`src/rtl/chunk_container_preview_extractor_defines.svh`:
```
// assertion macros for the chunk container preview extractor
// used by the rtl files that carry assertions; expects clk and rst in scope
`ifndef CHUNK_CONTAINER_PREVIEW_EXTRACTOR_DEFINES_SVH
`define CHUNK_CONTAINER_PREVIEW_EXTRACTOR_DEFINES_SVH

`ifndef ASSERT_OFF

`define CCPE_ASSERT(lbl, prop, msg) \
  lbl: assert property (@(posedge clk) disable iff (rst) (prop)) else $error(msg);

`define CCPE_ASSERT_NEXT(lbl, ante, cons, msg) \
  lbl: assert property (@(posedge clk) disable iff (rst) (ante) |=> (cons)) else $error(msg);

`else

`define CCPE_ASSERT(lbl, prop, msg)

`define CCPE_ASSERT_NEXT(lbl, ante, cons, msg)

`endif

`endif

```
`src/rtl/ccpe_pkg.sv`:
```
// shared types and constants for the chunk container preview extractor
// no dependencies
package ccpe_pkg;

  localparam logic [7:0] CHUNK_ID_MAX      = 8'd15;
  localparam logic [7:0] COMPRESSION_NONE  = 8'd0;
  localparam logic [7:0] CHUNK_ID_PREVIEW  = 8'd1;
  localparam logic [2:0] SKIP_HEADER_BYTES = 3'd4;

  localparam logic [32:0] CONSUMED_MAX = {33{1'b1}};

  localparam logic [3:0] PH_COMP      = 4'd0;
  localparam logic [3:0] PH_BODY      = 4'd1;
  localparam logic [3:0] PH_RAW       = 4'd2;
  localparam logic [3:0] PH_ID        = 4'd3;
  localparam logic [3:0] PH_SKIP_SIZE = 4'd4;
  localparam logic [3:0] PH_SKIP      = 4'd5;
  localparam logic [3:0] PH_PREV_SIZE = 4'd6;
  localparam logic [3:0] PH_PAYLOAD   = 4'd7;

  localparam logic [2:0] ST_FOUND     = 3'd0;
  localparam logic [2:0] ST_NOT_FOUND = 3'd1;
  localparam logic [2:0] ST_BAD_COMP  = 3'd2;
  localparam logic [2:0] ST_MISMATCH  = 3'd3;
  localparam logic [2:0] ST_BAD_ID    = 3'd4;
  localparam logic [2:0] ST_EMPTY     = 3'd5;

  typedef struct packed {
    logic       payload_valid;
    logic [7:0] payload_byte;
    logic       payload_last;
    logic       status_valid;
    logic [2:0] status_code;
  } ccpe_result_t;

endpackage

```
`src/rtl/ccpe_parser.sv`:
```
// byte-wise header and chunk parser, one byte per accepted transaction
// depends on ccpe_pkg and the assertion macro header
`include "chunk_container_preview_extractor_defines.svh"

module ccpe_parser (
  input  logic                  clk,
  input  logic                  rst,
  input  logic                  accept,
  input  logic [7:0]            data_byte,
  input  logic                  frame_start,
  output logic                  res_valid,
  output ccpe_pkg::ccpe_result_t res
);
  import ccpe_pkg::*;

  logic [3:0]  phase;
  logic [1:0]  field_byte_count;
  logic [31:0] body_size;
  logic [31:0] raw_size;
  logic [32:0] bytes_consumed;
  logic [31:0] chunk_remaining;
  logic        finished;

  logic [3:0]  phase_next;
  logic [1:0]  field_byte_count_next;
  logic [31:0] body_size_next;
  logic [31:0] raw_size_next;
  logic [32:0] bytes_consumed_next;
  logic [31:0] chunk_remaining_next;
  logic        finished_next;

  logic [3:0]  cur_phase;
  logic [1:0]  cur_fbc;
  logic [31:0] cur_body;
  logic [31:0] cur_raw;
  logic [32:0] cur_cons;
  logic [31:0] cur_rem;
  logic        cur_fin;

  logic [31:0] body_ins;
  logic [31:0] raw_ins;
  logic [31:0] rem_ins;
  logic [31:0] rem_dec;
  logic        field_end;
  logic [33:0] cons_inc;
  logic [32:0] cons_inc_sat;
  logic [34:0] cons_skip;
  logic [32:0] cons_skip_sat;

  ccpe_result_t res_c;
  logic         res_valid_c;

  always_comb begin
    if (frame_start) begin
      cur_phase = PH_COMP;
      cur_fbc   = 2'd0;
      cur_body  = 32'd0;
      cur_raw   = 32'd0;
      cur_cons  = 33'd0;
      cur_rem   = 32'd0;
      cur_fin   = 1'b0;
    end else begin
      cur_phase = phase;
      cur_fbc   = field_byte_count;
      cur_body  = body_size;
      cur_raw   = raw_size;
      cur_cons  = bytes_consumed;
      cur_rem   = chunk_remaining;
      cur_fin   = finished;
    end
  end

  // little-endian field assembly and counter arithmetic
  always_comb begin
    body_ins = cur_body;
    body_ins[{cur_fbc, 3'b000} +: 8] = data_byte;
    raw_ins = cur_raw;
    raw_ins[{cur_fbc, 3'b000} +: 8] = data_byte;
    rem_ins = cur_rem;
    rem_ins[{cur_fbc, 3'b000} +: 8] = data_byte;
    rem_dec   = cur_rem - 32'd1;
    field_end = (cur_fbc == 2'd3);
    cons_inc  = {1'b0, cur_cons} + 34'd1;
    cons_inc_sat = cons_inc[33] ? CONSUMED_MAX : cons_inc[32:0];
    cons_skip = {2'b00, cur_cons} + {32'd0, SKIP_HEADER_BYTES} + {3'b000, rem_ins};
    cons_skip_sat = (cons_skip[34:33] != 2'b00) ? CONSUMED_MAX : cons_skip[32:0];
  end

  always_comb begin
    phase_next            = cur_phase;
    field_byte_count_next = cur_fbc;
    body_size_next        = cur_body;
    raw_size_next         = cur_raw;
    bytes_consumed_next   = cur_cons;
    chunk_remaining_next  = cur_rem;
    finished_next         = cur_fin;
    res_valid_c           = 1'b0;
    res_c                 = '0;
    if (!cur_fin) begin
      case (cur_phase)
        PH_COMP: begin
          if (data_byte != COMPRESSION_NONE) begin
            res_valid_c = 1'b1;
            res_c.status_valid = 1'b1;
            res_c.status_code  = ST_BAD_COMP;
            finished_next = 1'b1;
          end else begin
            field_byte_count_next = 2'd0;
            phase_next = PH_BODY;
          end
        end
        PH_BODY: begin
          body_size_next = body_ins;
          field_byte_count_next = cur_fbc + 2'd1;
          if (field_end) phase_next = PH_RAW;
        end
        PH_RAW: begin
          raw_size_next = raw_ins;
          field_byte_count_next = cur_fbc + 2'd1;
          if (field_end) begin
            bytes_consumed_next = 33'd0;
            if (raw_ins != cur_body) begin
              res_valid_c = 1'b1;
              res_c.status_valid = 1'b1;
              res_c.status_code  = ST_MISMATCH;
              finished_next = 1'b1;
            end else if (cur_body == 32'd0) begin
              res_valid_c = 1'b1;
              res_c.status_valid = 1'b1;
              res_c.status_code  = ST_NOT_FOUND;
              finished_next = 1'b1;
            end else begin
              phase_next = PH_ID;
            end
          end
        end
        PH_ID: begin
          bytes_consumed_next = cons_inc_sat;
          if (data_byte == 8'd0 || data_byte >= CHUNK_ID_MAX) begin
            res_valid_c = 1'b1;
            res_c.status_valid = 1'b1;
            res_c.status_code  = ST_BAD_ID;
            finished_next = 1'b1;
          end else begin
            field_byte_count_next = 2'd0;
            phase_next = (data_byte == CHUNK_ID_PREVIEW) ? PH_PREV_SIZE : PH_SKIP_SIZE;
          end
        end
        PH_SKIP_SIZE: begin
          chunk_remaining_next = rem_ins;
          field_byte_count_next = cur_fbc + 2'd1;
          if (field_end) begin
            bytes_consumed_next = cons_skip_sat;
            if (rem_ins != 32'd0) begin
              phase_next = PH_SKIP;
            end else if (cons_skip_sat >= {1'b0, cur_body}) begin
              res_valid_c = 1'b1;
              res_c.status_valid = 1'b1;
              res_c.status_code  = ST_NOT_FOUND;
              finished_next = 1'b1;
            end else begin
              phase_next = PH_ID;
            end
          end
        end
        PH_SKIP: begin
          chunk_remaining_next = rem_dec;
          if (rem_dec == 32'd0) begin
            if (cur_cons >= {1'b0, cur_body}) begin
              res_valid_c = 1'b1;
              res_c.status_valid = 1'b1;
              res_c.status_code  = ST_NOT_FOUND;
              finished_next = 1'b1;
            end else begin
              phase_next = PH_ID;
            end
          end
        end
        PH_PREV_SIZE: begin
          chunk_remaining_next = rem_ins;
          field_byte_count_next = cur_fbc + 2'd1;
          if (field_end) begin
            if (rem_ins == 32'd0) begin
              res_valid_c = 1'b1;
              res_c.status_valid = 1'b1;
              res_c.status_code  = ST_EMPTY;
              finished_next = 1'b1;
            end else begin
              phase_next = PH_PAYLOAD;
            end
          end
        end
        PH_PAYLOAD: begin
          chunk_remaining_next = rem_dec;
          res_valid_c = 1'b1;
          res_c.payload_valid = 1'b1;
          res_c.payload_byte  = data_byte;
          if (rem_dec == 32'd0) begin
            res_c.payload_last = 1'b1;
            res_c.status_valid = 1'b1;
            res_c.status_code  = ST_FOUND;
            finished_next = 1'b1;
          end
        end
        default: begin
          phase_next = PH_COMP;
        end
      endcase
    end
  end

  assign res_valid = res_valid_c;
  assign res       = res_c;

  always_ff @(posedge clk) begin
    if (rst) begin
      phase            <= PH_COMP;
      field_byte_count <= 2'd0;
      body_size        <= 32'd0;
      raw_size         <= 32'd0;
      bytes_consumed   <= 33'd0;
      chunk_remaining  <= 32'd0;
      finished         <= 1'b0;
    end else if (accept) begin
      phase            <= phase_next;
      field_byte_count <= field_byte_count_next;
      body_size        <= body_size_next;
      raw_size         <= raw_size_next;
      bytes_consumed   <= bytes_consumed_next;
      chunk_remaining  <= chunk_remaining_next;
      finished         <= finished_next;
    end
  end

  `CCPE_ASSERT(a_fin_silent, !(accept && finished && !frame_start && res_valid), "result after finish")
  `CCPE_ASSERT(a_last_has_status, !(res_valid && res.payload_last) || (res.status_valid && res.status_code == ST_FOUND), "last byte without found status")
  `CCPE_ASSERT_NEXT(a_status_finishes, accept && res_valid && res.status_valid, finished, "status did not finish parse")

endmodule

```
`src/rtl/ccpe_out_buf.sv`:
```
// two-entry result buffer between the parser and the output channel
// depends on ccpe_pkg and the assertion macro header
`include "chunk_container_preview_extractor_defines.svh"

module ccpe_out_buf (
  input  logic                  clk,
  input  logic                  rst,
  input  logic                  push,
  input  ccpe_pkg::ccpe_result_t push_data,
  output logic                  space,
  output logic                  out_valid,
  input  logic                  out_ready,
  output ccpe_pkg::ccpe_result_t out_data
);
  import ccpe_pkg::*;

  logic         main_valid;
  ccpe_result_t main_data;
  logic         skid_valid;
  ccpe_result_t skid_data;
  logic         pop;

  assign pop       = main_valid && out_ready;
  assign space     = !skid_valid;
  assign out_valid = main_valid;
  assign out_data  = main_data;

  always_ff @(posedge clk) begin
    if (rst) begin
      main_valid <= 1'b0;
      skid_valid <= 1'b0;
    end else begin
      if (pop) begin
        if (skid_valid) begin
          skid_valid <= 1'b0;
        end else begin
          main_valid <= push;
        end
      end else if (push) begin
        if (!main_valid) begin
          main_valid <= 1'b1;
        end else begin
          skid_valid <= 1'b1;
        end
      end
    end
  end

  always_ff @(posedge clk) begin
    if (pop && skid_valid) begin
      main_data <= skid_data;
    end else if (push && (pop || !main_valid)) begin
      main_data <= push_data;
    end
    if (push && main_valid && !pop) begin
      skid_data <= push_data;
    end
  end

  `CCPE_ASSERT(a_skid_implies_main, !skid_valid || main_valid, "skid full with main empty")
  `CCPE_ASSERT(a_no_push_when_full, !(push && skid_valid), "transaction pushed into full buffer")
  `CCPE_ASSERT_NEXT(a_stall_fills_skid, push && main_valid && !out_ready, skid_valid, "stalled result lost")
  `CCPE_ASSERT_NEXT(a_skid_drains, skid_valid && out_ready, main_valid && !skid_valid, "skid entry not moved")

endmodule

```
`src/rtl/chunk_container_preview_extractor.sv`:
```
// Preview extractor for a chunked container byte stream. One byte is accepted per
// cycle, every cycle, for as long as the two-entry result buffer has room; a byte that
// produces a payload byte or a status is registered in the result buffer and appears on
// the output channel from there. The rate is set by the combinational parser update (a
// 35-bit add with saturation and a 33-bit compare at the end of a skipped chunk's size
// field); input ready drops only while both result buffer entries are held by a
// stalled output. Header and size fields are little-endian; frame_start restarts the
// parse on its byte. Depends on ccpe_pkg, ccpe_parser and ccpe_out_buf.
module chunk_container_preview_extractor (
  input  logic       clk,
  input  logic       rst,
  input  logic       in_valid,
  output logic       in_ready,
  input  logic [7:0] data_byte,
  input  logic       frame_start,
  output logic       out_valid,
  input  logic       out_ready,
  output logic       payload_valid,
  output logic [7:0] payload_byte,
  output logic       payload_last,
  output logic       status_valid,
  output logic [2:0] status_code
);
  import ccpe_pkg::*;

  logic         accept;
  logic         res_valid;
  ccpe_result_t res;
  logic         space;
  ccpe_result_t out_data;

  assign in_ready = space;
  assign accept   = in_valid && space;

  ccpe_parser u_parser (
    .clk         (clk),
    .rst         (rst),
    .accept      (accept),
    .data_byte   (data_byte),
    .frame_start (frame_start),
    .res_valid   (res_valid),
    .res         (res)
  );

  ccpe_out_buf u_out_buf (
    .clk       (clk),
    .rst       (rst),
    .push      (accept && res_valid),
    .push_data (res),
    .space     (space),
    .out_valid (out_valid),
    .out_ready (out_ready),
    .out_data  (out_data)
  );

  assign payload_valid = out_data.payload_valid;
  assign payload_byte  = out_data.payload_byte;
  assign payload_last  = out_data.payload_last;
  assign status_valid  = out_data.status_valid;
  assign status_code   = out_data.status_code;

endmodule
```
`config.mk`:
```
export PLATFORM = sky130hd
export DESIGN_NAME = chunk_container_preview_extractor
export DESIGN_NICKNAME = d
export VERILOG_FILES = /design/src/rtl/ccpe_pkg.sv /design/src/rtl/ccpe_parser.sv /design/src/rtl/ccpe_out_buf.sv /design/src/rtl/chunk_container_preview_extractor.sv
export VERILOG_INCLUDE_DIRS = /design/src /design/src/rtl
export SDC_FILE = /design/constraint.sdc
export NUM_CORES = 1
export LEC_CHECK = 0
export BUFFER_PORTS_ARGS = -buffer_cell sky130_fd_sc_hd__buf_2
export CAP_MARGIN = 20
export CORE_ASPECT_RATIO = 1.2
export CORE_MARGIN = 3
export CORE_UTILIZATION = 45
export DETAILED_ROUTE_END_ITERATION = 10
export GPL_ROUTABILITY_DRIVEN = 0
export MAX_ROUTING_LAYER = met4
export PLACE_DENSITY = 0.59
export SETUP_SLACK_MARGIN = 0.4
export SYNTH_ARGS = -nofsm -noshare
export SYNTH_HDL_FRONTEND = slang
export SYNTH_SLANG_ARGS = --single-unit
```
`constraint.sdc`:
```
create_clock -name clk -period 17.3 [get_ports clk]
set_input_delay 4.325 -clock clk [delete_from_list [all_inputs] [get_ports clk]]
set_output_delay 4.325 -clock clk [all_outputs]
set_load 0.01 [all_outputs]
```
---- Yosys cells after proc, flatten, opt, wreduce, memory -nomap -nowiden ----
Index checks and enable logic that the tools add are counted.
word-level totals
  bits in registers ....................... 166
  output and inout bits ................... 16
  logic and storage cells ................. 149
operators by class
  $add $sub $neg .......................... 6
  $lt $le $gt $ge ......................... 3
  equality and inequality tests ........... 11
  shifts and indexed selects .............. 2
  muxes and demuxes ....................... 80
  reductions and logical operators ........ 28
operators by type and width
  operator                                               number
  2-to-1 mux 32 bit                                      8
  2-to-1 mux 33 bit                                      6
  2-to-1 mux 4 bit                                       27
  case mux 33 bit (3 select lines)                       1
  bitwise mux 32 bit                                     3
  zero test 32 bit                                       3
  >= comparator 33 x 32 -> 1 bit                         2
  case mux 32 bit (2 select lines)                       1
  2-to-1 mux 14 bit                                      3
  adder 35 x 32 -> 35 bit                                1
  adder 33 x 1 -> 34 bit (second input constant)         1
  adder 33 x 3 -> 34 bit (second input constant)         1
  inequality test 32 bit                                 1
  case mux 4 bit (8 select lines)                        1
  nonzero test 32 bit                                    1
  variable shift 8 x 7 -> 32 bit (first input constant)  1
  indexed part select 8 x 7 -> 32 bit                    1
  subtractor 32 x 1 -> 32 bit (second input constant)    1
  case mux 4 bit (7 select lines)                        1
  2-to-1 mux 1 bit                                       19
  equality test 4 x 3 -> 1 bit (second input constant)   4
  case mux 1 bit (7 select lines)                        2
  2-to-1 mux 10 bit                                      1
  2-to-1 mux 2 bit                                       5
  other kinds (20)                                       35

---- Depth between registers and ports, before layout ----
Gate-level depths: netlist of the first run.
  depth in word-level cells ............... 17
  depth in mapped cells ................... 38

---- Cells and area by module ----
A second synthesis of the first run with hierarchy kept.
second synthesis, totals
  cells, all modules ...................... 2,072
  area, all modules ....................... 15,411.0 um2
by module, submodules not included
  module                             times used  cells an instance  area each (um2)  sequential area each (um2)
  ccpe_parser                        1           2,014              14,243.7         2,722.6
  ccpe_out_buf                       1           56                 1,154.9          880.8
  chunk_container_preview_extractor  1           2                  12.5             0.0

---- Least setup slack after synthesis of the first run ----
Ideal clock, no wire load.
  path type ............................... input to register
  start point ............................. in frame_start
  end point ............................... reg u_out_buf.skid_data[0] in the netlist's numbering (enable)
  data arrival time ....................... 13.152 ns
  required time ........................... 16.879 ns
  slack ................................... 3.727 ns
  stages on the path ...................... 38
  path through ............................ buf_6 -> inv_2 -> clkbuf_1 -> clkbuf_1 -> clkbuf_1 -> clkbuf_1 -> buf_1 -> nand2_1 -> inv_1 -> ha_1 -> nor4bb_1 -> buf_2 -> and2_1 -> clkbuf_1 -> clkbuf_1 -> clkbuf_1 -> a22o_1 -> ha_1 -> [... 2 more ...] -> a221oi_1 -> o31ai_2 -> a41oi_1 -> nand2_1 -> mux2i_2 -> clkbuf_1 -> nand2_1 -> ha_1 -> nand4_1 -> nor4_1 -> nand2_1 -> a31oi_1 -> o31ai_1 -> o211ai_1 -> a221o_1 -> nor3b_2 -> and3_4 -> nor4_1
on the way
  cells in the longest elaborated chain, start to end .. 16
  elaborated cells between the ends (all ways) .. 47
  those cells by class .................... add/sub (4); order compare (2); eq/ne (8); shift (2); mux (22); reduce/logical (9)
ends and longest elaborated chain
  item                                                                                          line                                     RTL
  from (decl)                                                                                   chunk_container_preview_extractor.sv:15  input logic frame_start,
  2-to-1 mux 2 bit                                                                              ccpe_parser.sv:54                        if (frame_start) begin
  negator 5 -> 7 bit                                                                            ccpe_parser.sv:78, ccpe_parser.sv:80
  indexed part select 8 x 7 -> 32 bit / variable shift 8 x 7 -> 32 bit (equally long branches)  ccpe_parser.sv:78, ccpe_parser.sv:80
  bitwise mux 32 bit                                                                            ccpe_parser.sv:80                        rem_ins[{cur_fbc, 3'b000} +: 8] = data_byte;
  adder 35 x 32 -> 35 bit                                                                       ccpe_parser.sv:85                        cons_skip = {2'b00, cur_cons} + {32'd0, SKIP_HEADER_BYTES} + {3'b000, rem_ins};
  nonzero test 2 bit                                                                            ccpe_parser.sv:86                        cons_skip_sat = (cons_skip[34:33] != 2'b00) ? CONSUMED_MAX : cons_skip[32:0];
  2-to-1 mux 33 bit                                                                             ccpe_parser.sv:86
  >= comparator 33 x 32 -> 1 bit                                                                ccpe_parser.sv:156                       end else if (cons_skip_sat >= {1'b0, cur_body}) begin
  2-to-1 mux 1 bit                                                                              ccpe_parser.sv:156
  2-to-1 mux 1 bit                                                                              ccpe_parser.sv:154                       if (rem_ins != 32'd0) begin
  2-to-1 mux 1 bit                                                                              ccpe_parser.sv:152                       if (field_end) begin
  case mux 1 bit (7 select lines)                                                               ccpe_parser.sv:100                       case (cur_phase)
  2-to-1 mux 1 bit (*)                                                                          ccpe_parser.sv:99                        if (!cur_fin) begin
  logical AND 1 bit (*)                                                                         chunk_container_preview_extractor.sv:48  .push (accept && res_valid),
  logical AND 1 bit (*) (2 in a row)                                                            ccpe_out_buf.sv:55                       if (push && main_valid && !pop) begin
  to (signal assigned)                                                                          ccpe_out_buf.sv:56                       skid_data <= push_data;
  to (decl)                                                                                     ccpe_out_buf.sv:20                       ccpe_result_t skid_data;
Every way passes the cells marked *; elsewhere a longest branch is shown, timed or not.
A chain may end at the register's enable or synchronous reset.

---- Final worst setup path of the first run ----
  start point ............................. in frame_start
  end point ............................... reg u_out_buf.main_data, in the netlist u_out_buf.out_data[11] (enable)
on the way
  cells in the longest elaborated chain, start to end .. 16
  elaborated cells between the ends (all ways) .. 47
  those cells by class .................... add/sub (4); order compare (2); eq/ne (8); shift (2); mux (22); reduce/logical (9)
ends and longest elaborated chain
  item                                                                                          line                                     RTL
  2-to-1 mux 2 bit                                                                              ccpe_parser.sv:54
  negator 5 -> 7 bit                                                                            ccpe_parser.sv:78, ccpe_parser.sv:80
  indexed part select 8 x 7 -> 32 bit / variable shift 8 x 7 -> 32 bit (equally long branches)  ccpe_parser.sv:78, ccpe_parser.sv:80
  bitwise mux 32 bit                                                                            ccpe_parser.sv:80
  adder 35 x 32 -> 35 bit                                                                       ccpe_parser.sv:85
  nonzero test 2 bit                                                                            ccpe_parser.sv:86
  2-to-1 mux 33 bit                                                                             ccpe_parser.sv:86
  >= comparator 33 x 32 -> 1 bit                                                                ccpe_parser.sv:156
  2-to-1 mux 1 bit                                                                              ccpe_parser.sv:156
  2-to-1 mux 1 bit                                                                              ccpe_parser.sv:154
  2-to-1 mux 1 bit                                                                              ccpe_parser.sv:152
  case mux 1 bit (7 select lines)                                                               ccpe_parser.sv:100
  2-to-1 mux 1 bit (*)                                                                          ccpe_parser.sv:99
  logical AND 1 bit (*)                                                                         chunk_container_preview_extractor.sv:48
  logical AND 1 bit (*)                                                                         ccpe_out_buf.sv:52                       end else if (push && (pop || !main_valid)) begin
  nonzero test 2 bit (no line) (*)                                                              n/a
  to (signal assigned)                                                                          ccpe_out_buf.sv:51                       main_data <= skid_data;
  to (signal assigned)                                                                          ccpe_out_buf.sv:53                       main_data <= push_data;
  to (decl)                                                                                     ccpe_out_buf.sv:18                       ccpe_result_t main_data;
Marks and branches as above.

==> results of run 1 <==
registers in the layout, indices dropped and copies added, names as in the netlist:
register / flops
u_parser.bytes_consumed: 33
u_parser.raw_size: 32
u_out_buf.skid_data: 14
u_out_buf.skid_valid: 1
u_parser.finished: 1
u_parser.body_size: 32
u_out_buf.out_valid: 1
u_parser.phase: 4
u_out_buf.out_data: 14
u_parser.field_byte_count: 2
u_parser.chunk_remaining: 32
how the worst max path moves through the flow:
stage / to / slack [ps] / cells past startpoint
2_1_floorplan: u_out_buf.skid_data[0] / 3730 / 38
3_3_place_gp: u_out_buf.out_data[7] / 3980 / 31
3_5_place_dp: u_out_buf.out_data[10] / 3970 / 28
4_1_cts: u_out_buf.out_data[6] / 4410 / 28
5_1_grt: u_out_buf.out_data[7] / 3800 / 29
6_report: u_out_buf.out_data[11] / 4080 / 29
through the flow:
step           hold slack, ps  total power [mW]
6_report                466.7            0.9221
4_1_cts                 463.0            0.9184
3_5_place_dp            453.2            0.5474
2_1_floorplan           432.2            0.5018
5_1_grt                 502.7            0.9487
3_3_place_gp            444.3            0.5467
area by class of cell:
| cell class | count | area, um2 | area share [%] |
|---|---|---|---|
| inverter | 61 | 229.0 | 1.415 |
| tap | 450 | 563.0 | 3.480 |
| clock buffer | 18 | 429.2 | 2.653 |
| clock inverter | 14 | 117.6 | 0.7269 |
| multi-input combinational | 1656 | 10840 | 67.02 |
| timing repair buffer | 61 | 394.1 | 2.436 |
| sequential | 166 | 3603 | 22.27 |
power breakdown:
group	switching (mW)	internal, mW
registers	0.00728	0.399
clock network	0.190	0.188
logic	0.0960	0.0430
metal layers:
metal / global-route usage (%) / up-vias / wire length [um]
met3: 6.170 / 239 / 6925
met2: 50.58 / 1211 / 27230
met1: 45.58 / 7890 / 25590
met4: 22.11 / 0 / 4698
met5: - / - / 0
li1: - / 7477 / -
cell usage in the layout, fill, tap and decap left out, types with 31 or more instances in the layout:
| cell type | instances |
|---|---|
| a21oi_1 | 129 |
| a22oi_1 | 42 |
| a32oi_1 | 75 |
| buf_4 | 33 |
| dfxtp_1 | 138 |
| ha_1 | 105 |
| inv_1 | 59 |
| nand2_1 | 204 |
| nand2b_1 | 31 |
| nand3_1 | 49 |
| nand4_1 | 35 |
| nor2_1 | 214 |
| nor2b_1 | 45 |
| nor3_1 | 69 |
| o21ai_0 | 123 |
| xnor2_1 | 43 |
| xor2_1 | 46 |
logic make-up (layout without fill, tap and decap cells):
group,after synthesis,count (layout)
simple gates,807,807
flops,166,166
xor+xnor,89,89
mux,22,22
buf+inv,216,154
fa+ha+maj,106,106
compound gates,632,632
worst reg2reg max path, delay by kind of cell (launching register included):
family,cells,cell delay [ps]
AOI/OAI and AO/OA,15,3750
adders and majority gates,3,1130
buffers and inverters,3,720
DFF,1,480
muxes,1,230
and+or+nand+nor,6,2620
==> results.cfg, run 1 <==
[detailed_routing]
wl_per_cell_um = 26.56
drcViolationCount = 0
avgViaCountPerCell = 6.932
postRouteAntennaNets = 0
firstDrtPassIters = 8
dr.first_iter.drc_count = 2803
vias = 16817
wirelength_mm = 64.44

[min_path]
min_path_type = register to register
whs_path_depth = 2
hold_end = u_parser.field_byte_count[1]
worstHoldStart = u_parser.field_byte_count[1]

[sta]
finalHoldViolCount = 0
rsz0062_at_grt = false
setup_tns_ps = 0
clock_skew_ps = 16.22
period_share_pct = 76.40
fmax_ghz = 0.07566
tightestPinTransition_ps = 1099
setup_viol = 0
slew_headroom_pct = 26.48
drv_slew = 0
setup_ws_ps = 4083
post-route-min-period_ps = 13220

[final_layout]
num_antenna_cells = 0
num-nets-final = 2082
instances_no_fill = 2426
design_area_um2 = 16180
area_growth_pct = 5.637
utilization_pct = 48.53
nFillCells = 3295
drive_above_1_share_pct = 7.945

[die]
rows = 73
start_util_pct = 45.94
die_h_um = 208.1
die_area_um2 = 36290
die_x_um = 174.4
pin_count = 29
core-area_um2 = 33340

[global_route]
grt_pass1_vias = 15362
overflow = 0
grt_max_degree = 73
antenna_found_initial = 0
track_usage_pct = 35.18
grt_pass1_wl_mm = 96.34

[worst_setup_path]
cpPeakStageDelay_ps = 880
crit_type = input pin to register
cp_slowest_cell = and2_1
worst_ep_required_time_ps = 17510
cp.arrival_ps = 13430
crit_path_end_kind = register
critical-path-top-delay-family = compound AO/OA/AOI/OAI gates
worstPathMaxFanout = 56
setup.worst_path.start_class = input pin
reg2regPathDepth = 28
rr_endpoint = u_out_buf.out_data[11]
cp.buffers_inverters = 4
reg2reg_slack_ps = 8120
reg2reg_from = u_parser.field_byte_count[0]
startpoint = frame_start

[synth]
synth_compound_area_share_pct = 28.39
synth_seq_cells = 166
ys_top_cells_by_area = dfxtp_1 18%, ha_1 8.6%, edfxtp_1 5.5%, nor2_1 5.2%, nand2_1 5.0%
synth_edf_count = 28
synth.avg_cell_area_um2 = 7.515
ys_types = 102
yosys.area_share.simple_pct = 26.83
synthAdderAreaFrac_pct = 8.708
synth_mux_area_share_pct = 1.626
synthArstFlopShare_pct = 0
yosysMostFrequentCell = nor2_1
synth_ff_type = dfxtp_1
synth_common_cells = 214 x nor2_1, 204 x nand2_1, 138 x dfxtp_1, 130 x a21oi_1, 124 x o21ai_0
synth_top_cell_by_area = dfxtp_1
synth_nets = 2157
seq_area_frac_synth_pct = 23.53
yosys.area_share.xor_xnor_pct = 5.089
synthCells = 2038
yosys_warnings = 0
synth_top_area_share_pct = 18.04
syn_area_um2 = 15320
synth_top_family_by_area = compound AO/OA/AOI/OAI gates

[power]
ir_drop_mv = 0.07170
power.leakage_nw = 6.324
powerDensity_nw_per_um2 = 57.00

[run]
cap_violations = 0

[placed_design]
post-place-cells = 2392
dp_slack_ps = 3967
placed_area_um2 = 15620
dp_hpwl_mm = 47.48
port_buffers = 28

[clock_tree]
htreeDepth = 4
cts_tree = yes
clk_path_buf_depth = 2
cts_resized = 0
ctsHoldBuffers = 0
clock_latency_ps = 460
clk_pin_slew_ps = 80
cts_setup_buffers = 0
cts_buffers = 17
clock-sinks = 166
root_buffer = clkbuf_16

[status]
status = finished, final reports clean
Note: power is estimated with default switching activity, not from simulation.
==> run 2, diff against run 1 <==
==> constraint.sdc (replaced) <==
create_clock -name clk -period 13.2 [get_ports clk]
set_input_delay 3.3 -clock clk [delete_from_list [all_inputs] [get_ports clk]]
set_output_delay 3.3 -clock clk [all_outputs]
set_load 0.01 [all_outputs]
==> results.cfg, run 2 (synthesis results as in run 1) <==
[status]
status = finished, final reports clean

[global_route]
antenna_found_initial = 0
track_usage_pct = 35.80
grt_pass1_wl_mm = 97.95
grt_max_degree = 65
overflow = 0
grt_pass1_vias = 15956

[worst_setup_path]
reg2reg_slack_ps = 4510
crit_path_end_kind = register
startpoint = frame_start
cp_slowest_cell = nand2b_1
worst_ep_required_time_ps = 13420
cpPeakStageDelay_ps = 630
critical-path-top-delay-family = compound AO/OA/AOI/OAI gates
reg2reg_from = u_parser.field_byte_count[0]
cp.buffers_inverters = 3
worstPathMaxFanout = 45
crit_type = input pin to register
setup.worst_path.start_class = input pin
cp.arrival_ps = 11790

[clock_tree]
cts_resized = 0
ctsHoldBuffers = 0
clock_latency_ps = 460
cts_buffers = 17
htreeDepth = 4
clock-sinks = 166
clk_path_buf_depth = 2
cts_tree = yes
root_buffer = clkbuf_16
clk_pin_slew_ps = 80
cts_setup_buffers = 0

[final_layout]
nFillCells = 3371
num-nets-final = 2084
largest-register = u_parser.bytes_consumed
num_antenna_cells = 0
layout_commonest_cell = nor2_1
largest_reg_flops = 33
area_growth_pct = 5.931
drive_above_1_share_pct = 8.089
final_cell_mix = 214 x nor2_1, 204 x nand2_1, 138 x dfxtp_1

[detailed_routing]
firstDrtPassIters = 6
wirelength_mm = 65.22
wl_per_cell_um = 26.86
drcViolationCount = 0
dr.first_iter.drc_count = 2533
avgViaCountPerCell = 6.951
postRouteAntennaNets = 0
vias = 16876

[die]
pin_count = 29
core-area_um2 = 33340
die_area_um2 = 36290
die_h_um = 208.1
rows = 73
start_util_pct = 45.94
die_x_um = 174.4

[sta]
tightestPinTransition_ps = 1048
fmax_ghz = 0.08638
clock_skew_ps = 16.05
post-route-min-period_ps = 11580
finalHoldViolCount = 0
drv_slew = 0
whs_ps = 492.8
setup_viol = 0
rsz0062_at_grt = false
period_share_pct = 87.70
slew_headroom_pct = 29.88
setup_tns_ps = 0

[power]
power.leakage_nw = 6.357
ir_drop_mv = 0.09810
power_mw = 1.225
powerDensity_nw_per_um2 = 75.51

[placed_design]
port_buffers = 28
dp_hpwl_mm = 47.67

[run]
cap_violations = 0

[min_path]
min_path_type = register to register
worstHoldStart = u_parser.bytes_consumed[31]
==> run 2: metrics by stage <==
step	utilization [%]	setup slack, ps	area (um2)	instances
after floorplan	-	651.9	15320	2038
after global placement	46.91	1642	15640	2395
after detailed placement	46.91	1416	15640	2395
after CTS	48.64	1885	16220	2427
after global routing	48.67	1110	16220	2428
final	48.67	1624	16220	2428
==> run 2: report_power, final <==
part / leakage [nW] / internal, mW / switching (mW)
Combinational: 4.67 / 0.0564 / 0.125
Sequential: 1.41 / 0.522 / 0.00918
Clock: 0.282 / 0.264 / 0.248
Total: 6.36 / 0.842 / 0.383
==> run 2: worst reg2reg max path, delay by kind of cell (launching register included) <==
kind / cells / cell delay [ps]
multiplexers: 1 / 180
adder cells (fa/ha/maj): 3 / 1410
flip-flops: 1 / 490
buffers and inverters: 3 / 680
AND/OR/NAND/NOR: 7 / 1980
AO/OA/AOI/OAI: 14 / 3700
==> run 2: final cells by class <==
class / instances / area, um2 / area share (%)
well taps: 450 / 563.0 / 3.470
repair buffers: 63 / 407.9 / 2.514
flip-flops and latches: 166 / 3603 / 22.21
clock inverters: 11 / 107.6 / 0.6632
multi-input cells: 1656 / 10840 / 66.83
clock buffers: 21 / 470.5 / 2.900
inverters: 61 / 229.0 / 1.411
==> run 2: path summary, 6_finish.rpt <==
kind | endpoint | depth (start not counted)
max reg2reg | u_out_buf.out_data[11] | 28
min reg2reg | u_parser.bytes_consumed[31] | 2
min | u_parser.bytes_consumed[31] | 2
max | u_out_buf.out_data[11] | 28
==> run 2: per-layer routing <==
metal	GRT usage, %	share of wire (%)	vias up
li1	-	-	7476
met1	43.78	39	7946
met2	52.56	43	1176
met3	7.594	11	278
met4	24.61	8.0	0
met5	-	0	-
